File: src/grs_pkg.sv
// ----------------------------------------------------------------------------
// grs_pkg
// shared types and constants for the group reversing stream block
// ----------------------------------------------------------------------------
package grs_pkg;

	// defaults for the top-level parameters
	localparam int MAX_GROUP_DEF   = 16;
	localparam int VALUE_WIDTH_DEF = 32;

	// group size register
	localparam int                  CFG_WIDTH        = 5;
	localparam logic [CFG_WIDTH-1:0] GROUP_SIZE_RESET = CFG_WIDTH'(2);

	// sequencer states, one-hot
	typedef enum logic [1:0] {
		ST_IDLE  = 2'b01,
		ST_DRAIN = 2'b10
	} state_t;

	// one buffer read issued by the sequencer, with the flags of its result
	typedef struct packed {
		logic valid;
		logic fin;
		logic seq_end;
	} rd_issue_t;

	// flags that travel alongside the read data
	typedef struct packed {
		logic fin;
		logic seq_end;
	} rd_tag_t;

endpackage

File: src/grs_mem.sv
// ----------------------------------------------------------------------------
// grs_mem
// group buffer: one write port, one read port with registered read data
// ----------------------------------------------------------------------------
module grs_mem #(
	parameter int DEPTH = grs_pkg::MAX_GROUP_DEF,
	parameter int WIDTH = grs_pkg::VALUE_WIDTH_DEF,
	parameter int AW    = (DEPTH > 1) ? $clog2(DEPTH) : 1
) (
	input  logic             clk,
	input  logic             wr_en,
	input  logic [AW-1:0]    wr_addr,
	input  logic [WIDTH-1:0] wr_data,
	input  logic             rd_en,
	input  logic [AW-1:0]    rd_addr,
	output logic [WIDTH-1:0] rd_data
);

	logic [WIDTH-1:0] mem_q [DEPTH];
	logic [WIDTH-1:0] rd_data_q;

	always_ff @(posedge clk) begin
		if (wr_en) begin
			mem_q[wr_addr] <= wr_data;
		end
	end

	// read data holds while no read is issued
	always_ff @(posedge clk) begin
		if (rd_en) begin
			rd_data_q <= mem_q[rd_addr];
		end
	end

	assign rd_data = rd_data_q;

endmodule

File: src/grs_ctrl.sv
// ----------------------------------------------------------------------------
// grs_ctrl
// fill counter and drain sequencer: writes arriving values, then reads a
// finished group back reversed, or a short final group in arrival order
// ----------------------------------------------------------------------------
module grs_ctrl #(
	parameter int MAX_GROUP = grs_pkg::MAX_GROUP_DEF,
	parameter int AW        = (MAX_GROUP > 1) ? $clog2(MAX_GROUP) : 1
) (
	input  logic                           clk,
	input  logic                           arst_n,
	input  logic                           in_valid,
	output logic                           in_stall,
	input  logic                           seq_last,
	input  logic [grs_pkg::CFG_WIDTH-1:0]  group_size,
	input  logic                           can_issue,
	output logic                           wr_en,
	output logic [AW-1:0]                  wr_addr,
	output logic                           rd_en,
	output logic [AW-1:0]                  rd_addr,
	output grs_pkg::rd_issue_t             issue
);

	import grs_pkg::*;

	localparam int CW = $clog2(MAX_GROUP + 1);
	localparam int KW = (CW > CFG_WIDTH) ? CW : CFG_WIDTH;

	state_t        state_q;
	logic [CW-1:0] fill_q;
	logic [CW-1:0] cnt_q;
	logic [AW-1:0] addr_q;
	logic          rev_q;
	logic          end_q;

	logic          accept;
	logic [CW-1:0] n;
	logic [KW-1:0] gs_ext;
	logic [KW-1:0] k_eff;
	logic          group_full;
	logic          do_issue;
	logic          fin;

	assign accept = in_valid && !in_stall;
	assign in_stall = (state_q == ST_DRAIN);
	assign n = fill_q + CW'(1);

	// zero acts as one, sizes above the buffer depth saturate
	assign gs_ext = KW'(group_size);
	always_comb begin
		priority if (gs_ext == '0) begin
			k_eff = KW'(1);
		end else if (gs_ext > KW'(MAX_GROUP)) begin
			k_eff = KW'(MAX_GROUP);
		end else begin
			k_eff = gs_ext;
		end
	end
	assign group_full = (KW'(n) >= k_eff);

	assign wr_en = accept;
	assign wr_addr = fill_q[AW-1:0];

	assign do_issue = (state_q == ST_DRAIN) && can_issue;
	assign fin = (cnt_q == CW'(1));
	assign rd_en = do_issue;
	assign rd_addr = addr_q;
	assign issue.valid = do_issue;
	assign issue.fin = fin;
	assign issue.seq_end = fin && end_q;

	always_ff @(posedge clk or negedge arst_n) begin
		if (!arst_n) begin
			state_q <= ST_IDLE;
			fill_q <= '0;
			cnt_q <= '0;
			addr_q <= '0;
			rev_q <= 1'b0;
			end_q <= 1'b0;
		end else begin
			unique case (state_q)
				ST_IDLE: begin
					if (accept) begin
						if (group_full) begin
							// newest first: start at the entry just written
							state_q <= ST_DRAIN;
							addr_q <= fill_q[AW-1:0];
							rev_q <= 1'b1;
							cnt_q <= n;
							end_q <= seq_last;
							fill_q <= '0;
						end else if (seq_last) begin
							state_q <= ST_DRAIN;
							addr_q <= '0;
							rev_q <= 1'b0;
							cnt_q <= n;
							end_q <= 1'b1;
							fill_q <= '0;
						end else begin
							fill_q <= n;
						end
					end
				end
				ST_DRAIN: begin
					if (do_issue) begin
						addr_q <= rev_q ? (addr_q - AW'(1)) : (addr_q + AW'(1));
						cnt_q <= cnt_q - CW'(1);
						if (fin) begin
							state_q <= ST_IDLE;
						end
					end
				end
				default: begin
					state_q <= ST_IDLE;
				end
			endcase
		end
	end

	a_drain_count: assert property (@(posedge clk) disable iff (!arst_n)
		(state_q == ST_DRAIN) |-> (cnt_q != '0))
		else $error("drain with nothing left to read");

	a_fill_bound: assert property (@(posedge clk) disable iff (!arst_n)
		fill_q < CW'(MAX_GROUP))
		else $error("fill count reached buffer depth");

	a_drain_start: assert property (@(posedge clk) disable iff (!arst_n)
		(accept && group_full) |=> (state_q == ST_DRAIN) && (cnt_q == $past(n)) && rev_q)
		else $error("full group did not start a reversed drain");

	a_fill_reset: assert property (@(posedge clk) disable iff (!arst_n)
		(accept && (group_full || seq_last)) |=> (fill_q == '0))
		else $error("fill count not cleared after drain start");

endmodule

File: src/grs_outq.sv
// ----------------------------------------------------------------------------
// grs_outq
// read stage and output register; gives the sequencer credit to read
// ----------------------------------------------------------------------------
module grs_outq #(
	parameter int WIDTH = grs_pkg::VALUE_WIDTH_DEF
) (
	input  logic               clk,
	input  logic               arst_n,
	input  grs_pkg::rd_issue_t issue,
	output logic               can_issue,
	input  logic [WIDTH-1:0]   rd_data,
	output logic               out_valid,
	input  logic               out_stall,
	output logic [WIDTH-1:0]   value_out,
	output logic               out_last,
	output logic               seq_end
);

	import grs_pkg::*;

	logic             s1_valid_q;
	rd_tag_t          s1_tag_q;
	logic             out_valid_q;
	logic [WIDTH-1:0] value_q;
	rd_tag_t          out_tag_q;
	logic             advance;

	// output register free or emptied this cycle
	assign advance = !out_valid_q || !out_stall;
	assign can_issue = !s1_valid_q || advance;

	always_ff @(posedge clk or negedge arst_n) begin
		if (!arst_n) begin
			s1_valid_q <= 1'b0;
			out_valid_q <= 1'b0;
		end else begin
			if (issue.valid) begin
				s1_valid_q <= 1'b1;
			end else if (advance) begin
				s1_valid_q <= 1'b0;
			end
			if (advance) begin
				out_valid_q <= s1_valid_q;
			end
		end
	end

	always_ff @(posedge clk) begin
		if (issue.valid) begin
			s1_tag_q.fin <= issue.fin;
			s1_tag_q.seq_end <= issue.seq_end;
		end
		if (advance && s1_valid_q) begin
			value_q <= rd_data;
			out_tag_q <= s1_tag_q;
		end
	end

	assign out_valid = out_valid_q;
	assign value_out = value_q;
	assign out_last = out_tag_q.fin;
	assign seq_end = out_tag_q.seq_end;

	a_issue_credit: assert property (@(posedge clk) disable iff (!arst_n)
		issue.valid |-> can_issue)
		else $error("read issued without room in the read stage");

	a_s1_hold: assert property (@(posedge clk) disable iff (!arst_n)
		(s1_valid_q && !advance) |=> s1_valid_q && $stable(s1_tag_q))
		else $error("read stage lost data while output stalled");

	a_seq_end_fin: assert property (@(posedge clk) disable iff (!arst_n)
		(out_valid_q && out_tag_q.seq_end) |-> out_tag_q.fin)
		else $error("sequence end without step end");

endmodule

File: src/group_reverse_stream.sv
// ----------------------------------------------------------------------------
// group_reverse_stream
// reverses a stream of values in full groups of a configurable size
// ----------------------------------------------------------------------------
// usage:
//  - input channel in_valid/in_stall carries value_in and seq_last; a
//    transaction completes when in_valid is high and in_stall is low
//  - output channel out_valid/out_stall carries value_out, out_last and
//    seq_end; the receiver holds out_stall high to pause delivery
//  - group_size is written through cfg_wr_en/cfg_wr_data while idle;
//    zero acts as one, values above MAX_GROUP saturate
//  - each value is stored in the group buffer; when group_size values are
//    held they are sent newest first, and a short group closed by seq_last
//    is sent in arrival order; out_last marks the final result of a step,
//    seq_end the final result of a sequence
//  - input is held off while the buffer's single read port drains a
//    completed group; an item that completes no group causes no hold-off
//  - after the closing transaction the first result passes the buffer
//    read, then the output register; a stalled receiver freezes the drain
//  - reset clears the fill count, the drain state and both output stages
//    and sets group_size to 2; buffer contents are not cleared
// ----------------------------------------------------------------------------
module group_reverse_stream #(
	parameter int MAX_GROUP   = grs_pkg::MAX_GROUP_DEF,
	parameter int VALUE_WIDTH = grs_pkg::VALUE_WIDTH_DEF
) (
	input  logic                          clk,
	input  logic                          arst_n,
	// configuration
	input  logic                          cfg_wr_en,
	input  logic [grs_pkg::CFG_WIDTH-1:0] cfg_wr_data,
	// input channel
	input  logic                          in_valid,
	output logic                          in_stall,
	input  logic signed [VALUE_WIDTH-1:0] value_in,
	input  logic                          seq_last,
	// output channel
	output logic                          out_valid,
	input  logic                          out_stall,
	output logic signed [VALUE_WIDTH-1:0] value_out,
	output logic                          out_last,
	output logic                          seq_end
);

	import grs_pkg::*;

	localparam int AW = (MAX_GROUP > 1) ? $clog2(MAX_GROUP) : 1;

	logic [CFG_WIDTH-1:0]   group_size_q;
	logic                   wr_en;
	logic [AW-1:0]          wr_addr;
	logic                   rd_en;
	logic [AW-1:0]          rd_addr;
	logic [VALUE_WIDTH-1:0] rd_data;
	logic [VALUE_WIDTH-1:0] value_out_raw;
	logic                   can_issue;
	rd_issue_t              issue;

	// group size register, write only
	always_ff @(posedge clk or negedge arst_n) begin
		if (!arst_n) begin
			group_size_q <= GROUP_SIZE_RESET;
		end else if (cfg_wr_en) begin
			group_size_q <= cfg_wr_data;
		end
	end

	// fill counter and drain sequencer
	grs_ctrl #(
		.MAX_GROUP (MAX_GROUP),
		.AW        (AW)
	) u_ctrl (
		.clk        (clk),
		.arst_n     (arst_n),
		.in_valid   (in_valid),
		.in_stall   (in_stall),
		.seq_last   (seq_last),
		.group_size (group_size_q),
		.can_issue  (can_issue),
		.wr_en      (wr_en),
		.wr_addr    (wr_addr),
		.rd_en      (rd_en),
		.rd_addr    (rd_addr),
		.issue      (issue)
	);

	// group buffer; a value written at one edge is readable at the next,
	// so a drain may start right after the closing write
	grs_mem #(
		.DEPTH (MAX_GROUP),
		.WIDTH (VALUE_WIDTH),
		.AW    (AW)
	) u_mem (
		.clk     (clk),
		.wr_en   (wr_en),
		.wr_addr (wr_addr),
		.wr_data ($unsigned(value_in)),
		.rd_en   (rd_en),
		.rd_addr (rd_addr),
		.rd_data (rd_data)
	);

	// read stage and output register
	grs_outq #(
		.WIDTH (VALUE_WIDTH)
	) u_outq (
		.clk       (clk),
		.arst_n    (arst_n),
		.issue     (issue),
		.can_issue (can_issue),
		.rd_data   (rd_data),
		.out_valid (out_valid),
		.out_stall (out_stall),
		.value_out (value_out_raw),
		.out_last  (out_last),
		.seq_end   (seq_end)
	);

	assign value_out = $signed(value_out_raw);

endmodule

File: config.mk
export PLATFORM = sky130hd
export DESIGN_NAME = group_reverse_stream
export DESIGN_NICKNAME = d
export VERILOG_FILES = /design/src/grs_pkg.sv /design/src/grs_mem.sv /design/src/grs_ctrl.sv /design/src/grs_outq.sv /design/src/group_reverse_stream.sv
export SDC_FILE = /design/constraint.sdc
export NUM_CORES = 1
export LEC_CHECK = 0
export ABC_AREA = 1
export BUFFER_PORTS_ARGS = -buffer_cell sky130_fd_sc_hd__buf_2
export CAP_MARGIN = 20
export CORE_MARGIN = 1.5
export CORE_UTILIZATION = 40
export DETAILED_ROUTE_END_ITERATION = 6
export PLACE_DENSITY = 0.56
export RECOVER_POWER = 100
export SETUP_SLACK_MARGIN = 0.2
export SYNTH_ARGS = -nofsm -noshare
export SYNTH_HDL_FRONTEND = slang
export SYNTH_SLANG_ARGS = --single-unit
File: constraint.sdc
create_clock -name clk -period 4.3 [get_ports clk]
set_input_delay 0.86 -clock clk [delete_from_list [all_inputs] [get_ports clk]]
set_output_delay 0.86 -clock clk [all_outputs]
set_load 0.1 [all_outputs]
[After elaboration in Yosys (flattened, before gate mapping)]
Memory sizes are Yosys's and may differ from the RTL's. A register that Yosys moved wholly into a read port is not among the register bits.
Cells that the tools add are included.
Operators by class
  $add $sub $neg: 4
  reductions and logical operators: 18
  multiplexer cells: 29
  eq/ne operators: 7
  $lt $le $gt $ge: 2
Operator list (number)
  5-bit 2-to-1 mux: 8
  4-bit 2-to-1 mux: 5
  2-bit 2-to-1 mux: 5
  5-bit case mux with 2 select lines: 1
  1-bit 2-to-1 mux: 8
  4-bit case mux with 2 select lines: 1
  4-bit AND reduction: 2
  2-bit nonzero test: 3
  5-bit by 1-bit adder with 5-bit output, second input constant: 1
  5-bit by 1-bit equality test with 1-bit output, second input constant: 1
  5-bit >= comparator: 1
  5-bit > comparator, second input constant: 1
  5-bit zero test: 1
  5-bit by 1-bit subtractor with 5-bit output, second input constant: 1
  4-bit by 1-bit adder with 4-bit output, second input constant: 1
  1-bit logical AND: 4
  1-bit zero test: 4
  2-bit inequality test, second input constant: 2
  2-bit case mux with 2 select lines: 1
  4-bit by 1-bit subtractor with 4-bit output, second input constant: 1
  3-bit by 2-bit inequality test with 1-bit output, second input constant: 1
  3-bit AND reduction: 1
  2-bit by 1-bit equality test with 1-bit output, second input constant: 1
  2-bit equality test, second input constant: 1
  3 further kinds: 4
Storage, ports and cells
  output and inout port bits: 36
  RAM bits: 512
  bits in registers: 61
  input bits: 43
  memories: 1
  logic and storage cells: 75
Memory list
  u_mem.mem_q: words 16, bits a word 32, rd ports 1, clocked after Yosys merged registers in 1, write ports 1, line grs_mem.sv:19  | logic [WIDTH-1:0] mem_q [DEPTH];

[Depth between registers and ports, before layout]
Gate-level depths: netlist of run 1.
  word-level depth: 7
  gate-level depth with buffers: 12
  gate-level depth less buffers: 12

[By module]
A second synthesis of run 1 with hierarchy kept.
Unflattened totals
  cells, all modules: 2385
  area total of the unflattened synthesis: 25776.0 um^2
By module, submodules not included
  grs_mem: area each 23050.9 um^2, seq. area each 16335.7 um^2, cells an instance 2120, times used 1
  grs_ctrl: area each 1371.3 um^2, seq. area each 451.7 um^2, cells an instance 199, times used 1
  grs_outq: area each 1167.4 um^2, seq. area each 1131.1 um^2, cells an instance 45, times used 1
  group_reverse_stream: area each 186.4 um^2, seq. area each 126.4 um^2, cells an instance 21, times used 1

[Worst setup path before layout of run 1]
OpenSTA, ideal clock, no wires.
  path type: register -> register
  start: register u_ctrl.state_q[0]
  end: memory u_mem.mem_q[0][0] (netlist bit) (enable)
  arrival: 3.161 ns
  period minus slack after synthesis: 3.582 ns
  path slack: 0.718 ns
  path buffers: 1
  setup time: 0.421 ns
  required time: 3.879 ns
  stages on the path, launching flop included: 9
  cell sequence: dfstp_2 -> inv_1 -> ha_1 -> buf_2 -> inv_1 -> nand2_1 -> inv_1 -> nand2_1 -> nor2_1
On the way
  cells in the longest elaborated chain, start to end: 5
Ends and longest elaborated chain
  from (decl): line grs_ctrl.sv:29  | state_t state_q;
  from (signal assigned): line grs_ctrl.sv:74  | state_q <= ST_IDLE;
  from (signal assigned): line grs_ctrl.sv:86  | state_q <= ST_DRAIN;
  from (signal assigned): line grs_ctrl.sv:93  | state_q <= ST_DRAIN;
  2-bit equality test: line grs_ctrl.sv:45  | assign in_stall = (state_q == ST_DRAIN);
  net in_stall: line group_reverse_stream.sv:34  | output logic in_stall,
  1-bit zero test: line grs_ctrl.sv:44  | assign accept = in_valid && !in_stall;
  1-bit logical AND: line grs_ctrl.sv:44
  1-bit 2-to-1 mux: line grs_mem.sv:23  | if (wr_en) begin
  1-bit 2-to-1 mux (not written as such): line grs_mem.sv:24  | mem_q[wr_addr] <= wr_data;
  to (decl): line grs_mem.sv:19
The timed path passes the listed nets, and every way through them passes these cells.

[Worst setup path after layout of run 1]
  start: register u_ctrl.state_q[0]
  end: memory u_mem.mem_q[14][7] (netlist bit) (enable)
On the way
  cells in the longest elaborated chain, start to end: 5
Ends and longest elaborated chain (line)
  2-bit equality test: grs_ctrl.sv:45
  1-bit zero test: grs_ctrl.sv:44
  1-bit logical AND: grs_ctrl.sv:44
  1-bit 2-to-1 mux: grs_mem.sv:23
  1-bit 2-to-1 mux (not written as such): grs_mem.sv:24
No other way between the ends.

==> out/results.ini, run 1 <==
[sta]
rsz0062_at_grt = no
tightestPinTransition_ps = 2740
worst_slack_ps = 737
max_slew_margin = -0.829
hold_viol = 0
fin_skew_ps = 29.5
min_period_over_period = 0.829
finalSetupTns_ps = 0
setup_viol = 0
slew_viol_final = 169
fmax_mhz = 281
post-route-min-period_ps = 3560

[final_layout]
area_delta_synth_final_pct = 13.3
nNetsFinal = 1914
num_antenna_cells = 0
final_core_util = 0.458
final_cell_mix = edfxtp_1, nor2_1, o21ai_0, o211ai_1, nand2_1
layout_commonest_cell = edfxtp_1
drive_gt1_frac = 0.0776
stdcell_area_mm2 = 0.0270

[setup_path]
path_delay_family = simple AND/OR/NAND/NOR gates
r2r-end = u_mem.mem_q[14][7]
crit_chain = inv_1, ha_1, inv_1, nand2_1, inv_1, nand2_1, nor2_1, buf_4
cp_max_fo = 13
reg2reg_from = u_ctrl.state_q[0]
critPathBufInv = 4
reg2reg_slack_ps = 740
crit_path_end_kind = flip-flop
critPathSlowestCell = nor2_1
worst_setup_path_start_kind = flip-flop
reg2reg_depth = 8
path_class = reg -> reg
crit_arrival_ps = 3850
crit_top_cell = inv_1
slowest_delay_ps = 1040
crit_required_ps = 4590

[placement]
gp_congestion = 0.799
placed_area_mm2 = 0.0251
dp_hpwl_mm = 29.7
dp_slack_ps = 1100
portBuffers = 78

[cts]
htree_levels = 3
cts_tree = built
cts_resized = 0
cts_root_buf = clkbuf_16
cts_made_buffers = 67
clk_pin_slew_ps = 60
post_cts.repair.setup_buffers = 0
cts_hold_buffers = 0
clockBufferDepth = 3
clock_sinks = 605
clk_latency_ps = 600

[min_path]
hold_path_class = reg -> reg
min_from = u_mem.rd_data[14]
worstHoldEndpoint = u_outq.value_out[14]
whs_path_depth = 0

[flow_run]
drv_cap = 4

[floorplan]
initial_core_util = 0.404
die_x_um = 247
num_io_pins = 79
fp-row-count = 89
die-area_mm2 = 0.0609
fp.coreArea_mm2 = 0.0589
die_h_um = 247

[logic_synthesis]
synth_top_family_by_area = compound AO/OA/AOI/OAI gates
avgSynthCellArea_um2 = 13.3
syn_inst = 1786
synth_area_leader_cell = edfxtp_1
syn_nets = 1845
ys_seq_area_frac = 0.759
synth-compound-area-share = 0.104
yosys-mux-area-fraction = 0.000894
yosysUniqueCellTypes = 27
synth-simple-area-share = 0.0948
synthTopCellsByArea = edfxtp_1, nor2_1, o21ai_0, o211ai_1, dfrtp_1
synth_top_area_frac = 0.732
synth-xor-area-share = 0.00147
ys_warn_count = 0
synth_seq_cells = 605
synthAdderAreaFrac = 0.00873
syn_area_mm2 = 0.0238

[outcome]
status = finished, violations left
violations = max-capacitance violations, max-slew violations

[global_routing]
grt_usage = 0.186
grt_overflow = 0
grt_start_max_net_pins = 198
antenna_found_initial = 0
grt_pass1_wl_mm = 85.1
grt_pass1_vias = 13872

[drt]
routed_wl_mm = 55.8
via_per_inst = 5.30
firstDrtPassIters = 5
drt_iter0_drc = 1172
vias = 14202
drc = 0
postRouteAntennaNets = 0
routedWlPerCell_um = 20.8

[pwr]
total_power_uw = 18100
power.leakage_uw = 0.00876
vdd_ir_drop_max_mv = 0.378
p_per_area_mw_per_mm2 = 670

worst max path at each step:
stage / startpoint / endpoint / slack, ps / depth (start not counted)
after detailed placement: u_ctrl.state_q[0] / u_mem.mem_q[10][6] / 1100 / 8
after global placement: u_ctrl.state_q[0] / u_mem.mem_q[10][8] / 1160 / 8
final: u_ctrl.state_q[0] / u_mem.mem_q[14][7] / 740 / 8
after CTS: u_ctrl.state_q[0] / u_mem.mem_q[10][31] / 1110 / 8
after floorplan: u_ctrl.state_q[0] / u_mem.mem_q[0][0] / 720 / 8
after global routing: u_ctrl.state_q[0] / u_mem.mem_q[5][24] / 500 / 8
cell families after synthesis:
group	Yosys count
compound gates	428
xor+xnor	4
fa+ha+maj	16
buf+inv	160
flops	605
mux	2
simple gates	571
cell usage after synthesis (all sizes together):
cell and count:
edfxtp 580, nor2 384, o21ai 278, o211ai 128, nand2 100, nand3 85, buf 57, clkbuf 55
inv 48, dfrtp 23, a21oi 21, ha 15, xor2 4, dfstp 2, fa 1, mux2 1
mux2i 1, nand4 1, o21bai 1, or2 1
power breakdown:
group	internal [uW]	switching [uW]	leakage [uW]	total, uW
Sequential	7360	320	0.00556	7680
Clock	3110	2290	0.00101	5410
Combinational	1280	3690	0.00219	4970
final cells by class:
type,count,area [um^2]
Inverter,48,185
Clock buffer,87,1810
Tap cell,773,967
Timing Repair Buffer,112,608
Multi-Input combinational cell,1021,5070
Fill cell,5262,32000
Clock inverter,34,251
Sequential cell,605,18100
through the flow:
| step | std cells | hold slack, ps |
|---|---|---|
| floorplan | 1786 | 400 |
| global placement | 2559 | 404 |
| detailed placement | 2559 | 405 |
| CTS | 2680 | 276 |
| global route | 2680 | 424 |
| finish | 2680 | 416 |
per-layer routing:
layer / up-vias / global-route usage / routed length (um) / part of all wire
li1: 6674 / - / - / -
met1: 7142 / 0.256 / 25100 / 0.45
met2: 313 / 0.304 / 27100 / 0.49
met3: 73 / 0.0295 / 2400 / 0.043
met4: 0 / 0.0599 / 1180 / 0.021
met5: - / 0 / 0 / 0
state kept, by name, indices dropped and copies added (netlist names), 4 cells and up:
name              cells
u_mem.mem_q         512
u_ctrl.rd_addr        4
u_mem.rd_data        32
u_outq.value_out     32
group_size_q          5
u_ctrl.cnt_q          5
u_ctrl.fill_q         5
(Power assumes the default switching activity.)
==> run 2, diff against run 1 <==
ABC_AREA = 0   (was 1)
clock period = 3.7 ns   (was 4.3 ns; I/O delays follow)
==> run 2 against run 1 <==
Effect of this change: the flow still finishes with violations (max-capacitance violations, max-slew violations); core utilization increased by 0.76 points; die area decreased by 3.2%; largest power group unchanged; highest routed layer unchanged; sequential cell count unchanged.
==> out/results.ini, run 2 <==
[cts]
cts_root_buf = clkbuf_16
clk_pin_slew_ps = 60  ; about the same
clockBufferDepth = 3  ; unchanged
cts_hold_buffers = 0  ; unchanged
cts_resized = 0  ; unchanged
cts_made_buffers = 61  ; -9.0%
htree_levels = 2  ; -1
clk_latency_ps = 630  ; +30 ps
clock_sinks = 605  ; unchanged
post_cts.repair.setup_buffers = 0  ; unchanged
cts_tree = built

[drt]
routedWlPerCell_um = 25.2  ; +21%
routed_wl_mm = 48.4  ; -13%
via_per_inst = 5.39  ; +1.8%
vias = 10357  ; -27%
postRouteAntennaNets = 0  ; unchanged
firstDrtPassIters = 5  ; unchanged
drt_iter0_drc = 794  ; -32%
drc = 0  ; unchanged

[final_layout]
top_register = u_mem.mem_q
final_core_util = 0.465  ; +0.00763
stdcell_area_mm2 = 0.0263  ; -2.3%
drive_gt1_frac = 0.255  ; +0.177
nNetsFinal = 1176  ; -39%
area_delta_synth_final_pct = 14.4
largest_reg_flops = 512  ; unchanged
final_cell_mix = edfxtp_1, mux4_2, clkbuf_1, clkbuf_16, nand2_1
layout_commonest_cell = edfxtp_1
finalNonFillerCells = 1920  ; -28%

[logic_synthesis]
async_flop_share = 0.0413  ; unchanged
synthTopCellsByArea = edfxtp_1, mux4_2, dfrtp_1, ha_1, and2_1
synth_common_cells = edfxtp_1, mux4_2, nand2_1
synth_seq_cells = 605  ; unchanged
synth-edff-count = 580  ; unchanged
synth_top_area_frac = 0.757  ; +0.0244
syn_inst = 985  ; -45%
ys_seq_area_frac = 0.784  ; +0.0253
yosys-mux-area-fraction = 0.159  ; +0.159
synth-simple-area-share = 0.0189  ; -0.0759
yosysUniqueCellTypes = 47  ; +74%
ys_warn_count = 0  ; unchanged
synth-xor-area-share = 0.00190  ; +0.000430
synthAdderAreaFrac = 0.00902  ; +0.000291
yosys.cell_count.top_type = edfxtp_1
synth_area_leader_cell = edfxtp_1
synth_top_family_by_area = multiplexers
synth_ff_type = edfxtp_1
synth-compound-area-share = 0.0145  ; -0.0891
syn_nets = 1044  ; -43%
syn_area_mm2 = 0.0230  ; -3.2%
avgSynthCellArea_um2 = 23.4  ; +75%

[sta]
fmax_mhz = 303  ; +8.1%
tightestPinTransition_ps = 2010  ; -731 ps
fin_skew_ps = 13.0  ; -16.5 ps
finalSetupTns_ps = 0  ; unchanged
rsz0062_at_grt = no
hold_viol = 0  ; unchanged
max_slew_margin = -0.345  ; +0.484
slew_viol_final = 27  ; -84%
setup_viol = 0  ; unchanged
holdWs_ps = 333  ; -83.7 ps
min_period_over_period = 0.891  ; +0.0623
post-route-min-period_ps = 3300  ; -267 ps

[placement]
placed_area_mm2 = 0.0246  ; -1.9%
dp_cells = 1810  ; -29%
gp_congestion = 0.805  ; +0.83%
portBuffers = 78  ; unchanged
dp_hpwl_mm = 26.4  ; -11%

[global_routing]
grt_start_max_net_pins = 82  ; -59%
grt_pass1_vias = 10867  ; -22%
antenna_found_initial = 2  ; +2
grt_overflow = 0  ; unchanged
grt_usage = 0.166  ; -0.0202
grt_pass1_wl_mm = 72.2  ; -15%

[floorplan]
die-area_mm2 = 0.0590  ; -3.2%
fp.coreArea_mm2 = 0.0566  ; -3.9%
initial_core_util = 0.407  ; +0.00286
die_h_um = 243  ; -1.6%
fp-row-count = 87  ; -2.2%
die_x_um = 243  ; -1.6%
num_io_pins = 79  ; unchanged

[pwr]
p_sw_frac = 0.274  ; -0.0751
p_clk_frac = 0.328  ; +0.029
p_per_area_mw_per_mm2 = 696  ; +3.9%
vdd_ir_drop_max_mv = 0.390  ; +3.0%
power_switching_uw = 5020  ; -20%
p_comb_frac = 0.215  ; -0.060
power.share.sequential = 0.457  ; +0.032
p_int_uw = 13300  ; +13%
power.leakage_uw = 0.00818  ; -6.6%

[setup_path]
crit_path_end_kind = flip-flop
critPathBufInv = 2  ; -2
path_delay_family = simple AND/OR/NAND/NOR gates
path_class = reg -> reg
crit_required_ps = 3960  ; -630 ps
slowest_delay_ps = 960  ; -80 ps
cp_max_fo = 19  ; +6
crit_chain = inv_1, ha_1, nor2b_1, and3_1, and2_1, clkbuf_1
crit_arrival_ps = 3550  ; -300 ps
worst_setup_path_start_kind = flip-flop
critPathSlowestCell = and2_1

[min_path]
hold_path_class = in -> reg

[outcome]
violations = max-capacitance violations, max-slew violations
status = finished, violations left

[flow_run]
drv_cap = 2  ; -2

==> run 2: cell count changes after synthesis, sizes merged, moves of 5 or more <==
cell    delta
a21oi     -14
and2      +20
buf       -38
clkbuf    -32
inv       -34
mux2       +5
mux4     +160
nand2     -76
nand3     -76
nor2     -374
nor3       +6
o211ai   -126
o21ai    -258
==> run 2: kinds of logic (layout without fill, tap and decap cells) <==
kind of cell | Yosys count | after routing
adder cells (fa/ha/maj) | 16 | 16
AO/OA/AOI/OAI | 52 | 52
other | 0 | 2
flip-flops | 605 | 605
XOR/XNOR | 5 | 5
AND/OR/NAND/NOR | 85 | 85
multiplexers | 166 | 166
buffers and inverters | 56 | 233
==> run 2: routing by layer <==
metal | wire length, um | global-route usage
met1 | 21700 | 0.236
met2 | 23500 | 0.266
met3 | 2080 | 0.0265
met4 | 1080 | 0.0501
met5 | 0 | 0
==> run 2: metrics by stage <==
step,total power [uW],setup slack [ps]
final,18300,404
after global routing,19100,238
after CTS,18700,719
after floorplan,11400,581
after detailed placement,12700,711
after global placement,12600,762
==> run 2: area by class of cell <==
| cell class | instances | area, um^2 |
|---|---|---|
| well taps | 756 | 946 |
| multi-input cells | 324 | 4700 |
| diodes | 2 | 5.00 |
| clock buffers | 73 | 1590 |
| repair buffers | 111 | 632 |
| inverters | 14 | 52.6 |
| clock inverters | 35 | 347 |
| flip-flops and latches | 605 | 18100 |
| fillers | 4722 | 30300 |
==> run 2: power groups by stage <==
stage | Sequential, uW | Clock (uW) | Combinational [uW]
finish | 8380 | 6010 | 3940
global route | 8430 | 6410 | 4270
CTS | 8390 | 6160 | 4160
detailed placement | 8530 | 0 | 4150
global placement | 8520 | 0 | 4130
floorplan | 8770 | 0 | 2670
==> run 2: path summary, 6_finish.rpt <==
| path | from | end | slack [ps] | cells after the start |
|---|---|---|---|---|
| min | cfg_wr_data[4] | group_size_q[4] | 330 | 3 |
| min in group asynchronous | arst_n | u_ctrl.rd_addr[0] | 450 | 1 |
| max | u_ctrl.state_q[0] | u_mem.mem_q[12][0] | 400 | 6 |
| max reg2reg | u_ctrl.state_q[0] | u_mem.mem_q[12][0] | 400 | 6 |
| max in group asynchronous | arst_n | u_ctrl.rd_addr[1] | 2210 | 1 |
| min reg2reg | u_mem.rd_data[10] | u_outq.value_out[10] | 420 | 0 |
==> run 2: tightest hold or removal path, delay by kind of cell <==
family / cells / cell delay (ps)
AOI/OAI and AO/OA: 1 / 60
buffers and inverters: 1 / 70
and+or+nand+nor: 1 / 40
==> run 3, diff against run 2 <==
CORE_UTILIZATION = 61   (was 40)
PLACE_DENSITY = 0.8   (was 0.56)
==> run 3 against run 2 <==
Effect of this change: the flow still finishes with violations (max-capacitance violations, max-slew violations); sequential cell count unchanged; global-route usage increased by 9.1 points; sequential share of layout area rose by 1.1 points; largest power group unchanged; cell count shrank 13%; register-to-register slack got worse by 96 ps; critical path depth shrank 3; via count up 2.0%; count of clock-buffer cells in the layout down 3.
==> out/results.ini, run 3 (synthesis gave the netlist of run 2 again) <==
[setup_path]
crit_chain = buf_4, mux4_2, mux4_2
path_class = reg -> reg
worst_setup_path_start_kind = flip-flop
reg2reg_from = u_ctrl.rd_addr[1]
reg2reg_depth = 3  ; -3
crit_top_cell = mux4_2
crit_required_ps = 4040  ; +80 ps
path_delay_family = flip-flops
r2r-end = u_mem.rd_data[13]
critical_path.startpoint = u_ctrl.rd_addr[1]
crit_path_end_kind = flip-flop
slowest_delay_ps = 1630  ; +670 ps
critPathSlowestCell = dfrtp_1
critPathBufInv = 1  ; -1
reg2reg_slack_ps = 310  ; -100 ps
crit_arrival_ps = 3730  ; +180 ps
cp_max_fo = 40  ; +21

[placement]
gp_congestion = 0.825  ; +2.4%
dp_cells = 1562  ; -14%
dp_hpwl_mm = 27.0  ; +2.5%
portBuffers = 78  ; unchanged

[global_routing]
grt_pass1_wl_mm = 70.9  ; -1.9%
grt_start_max_net_pins = 41  ; -50%
grt_usage = 0.257  ; +0.0910
antenna_found_initial = 3  ; +1
use_met3 = 0.0475  ; +0.0209
gr-max-usage-layer = met2
grt_pass1_vias = 11105  ; +2.2%
grt_overflow = 0  ; unchanged
gr-usage-met1 = 0.357  ; +0.121
grtUsageMet2 = 0.418  ; +0.151

[sta]
min_period_over_period = 0.917  ; +0.0259
fin_skew_ps = 15.5  ; +2.46 ps
hold_viol = 0  ; unchanged
setup_viol = 0  ; unchanged
holdWs_ps = 352  ; +19.0 ps
tightestPinTransition_ps = 2820  ; +810 ps
post-route-min-period_ps = 3390  ; +95.9 ps
rsz0062_at_grt = no
finalSetupTns_ps = 0  ; unchanged
fmax_mhz = 295  ; -2.8%
max_slew_margin = -0.899  ; -0.554
slew_viol_final = 78  ; +190%

[final_layout]
nNetsFinal = 1175  ; -0.085%
fill_cells = 2141  ; -55%
final_core_util = 0.703  ; +0.238
largest_reg_flops = 512  ; unchanged
drive_gt1_frac = 0.252  ; -0.00302
final_cell_mix = edfxtp_1, mux4_2, clkbuf_1, clkbuf_16, nand2_1
layout_commonest_cell = edfxtp_1
top_register = u_mem.mem_q
area_delta_synth_final_pct = 12.6
finalNonFillerCells = 1670  ; -13%

[cts]
clk_pin_slew_ps = 60  ; about the same
htree_levels = 2  ; unchanged
cts_resized = 0  ; unchanged
post_cts.repair.setup_buffers = 0  ; unchanged
cts_root_buf = clkbuf_16
clockBufferDepth = 3  ; unchanged
cts_made_buffers = 56  ; -8.2%
clock_sinks = 605  ; unchanged
clk_latency_ps = 620  ; about the same
cts_hold_buffers = 0  ; unchanged
cts_tree = built

[drt]
postRouteAntennaNets = 0  ; unchanged
via_per_inst = 6.33  ; +17%
firstDrtPassIters = 5  ; unchanged
vias = 10563  ; +2.0%
drc = 0  ; unchanged
routed_wl_mm = 47.2  ; -2.5%
drt_iter0_drc = 1210  ; +52%
routedWlPerCell_um = 28.2  ; +12%

[floorplan]
fp.coreArea_mm2 = 0.0369  ; -35%
die-area_mm2 = 0.0389  ; -34%
num_io_pins = 79  ; unchanged
die_h_um = 197  ; -19%
die_x_um = 197  ; -19%
fp-row-count = 70  ; -20%
initial_core_util = 0.624  ; +0.218

[pwr]
vdd_ir_drop_max_mv = 0.487  ; +25%
power.leakage_uw = 0.00813  ; -0.56%
p_per_area_mw_per_mm2 = 690  ; -0.79%

[min_path]
whs_path_depth = 3  ; unchanged
worstHoldEndpoint = group_size_q[4]
min_from = cfg_wr_data[4]
hold_path_class = in -> reg

[outcome]
violations = max-capacitance violations, max-slew violations
status = finished, violations left

[flow_run]
drv_cap = 3  ; +1

run 3: power breakdown:
part	total (uW)	internal [uW]	switching, uW	leakage [uW]
clock network	5490	3070	2420	0.000867
registers	8520	8140	372	0.00555
logic	3890	1750	2130	0.00171
run 3: stage by stage:
| stage | cell area (um^2) | power [uW] | setup slack (ps) |
|---|---|---|---|
| detailed placement | 24300 | 12600 | 616 |
| global route | 25900 | 18500 | 196 |
| global placement | 24300 | 12500 | 662 |
| floorplan | 23000 | 11400 | 581 |
| finish | 25900 | 17900 | 308 |
| CTS | 26100 | 18100 | 575 |
run 3: worst max-delay path by stage:
stage	end	slack (ps)	cells past startpoint
after floorplan	u_mem.mem_q[4][0]	580	6
after global placement	u_ctrl.rd_addr[1]	660	9
after detailed placement	u_ctrl.rd_addr[2]	620	9
after CTS	u_ctrl.rd_addr[1]	570	9
after global routing	u_mem.mem_q[13][13]	200	7
final	u_mem.rd_data[13]	310	3
run 3: worst min-delay path: stages:
cell     delay, ps
buf_2           70
nand2_1         40
o21ai_0         60
run 3: per-layer routing:
metal | up-vias | routed length, um
li1 | 4427 | -
met1 | 5492 | 18600
met2 | 526 | 23600
met5 | - | 13
met3 | 116 | 3450
met4 | 2 | 1440
run 3: final cells by class:
| cell class | count | area, um^2 | share of cell area |
|---|---|---|---|
| Sequential cell | 605 | 18000 | 0.696 |
| Multi-Input combinational cell | 324 | 4700 | 0.181 |
| Clock buffer | 70 | 1500 | 0.0577 |
| Timing Repair Buffer | 115 | 727 | 0.0280 |
| Tap cell | 504 | 631 | 0.0243 |
| Clock inverter | 36 | 255 | 0.00985 |
| Inverter | 14 | 52.6 | 0.00203 |
| Antenna cell | 2 | 5.00 | 0.000193 |
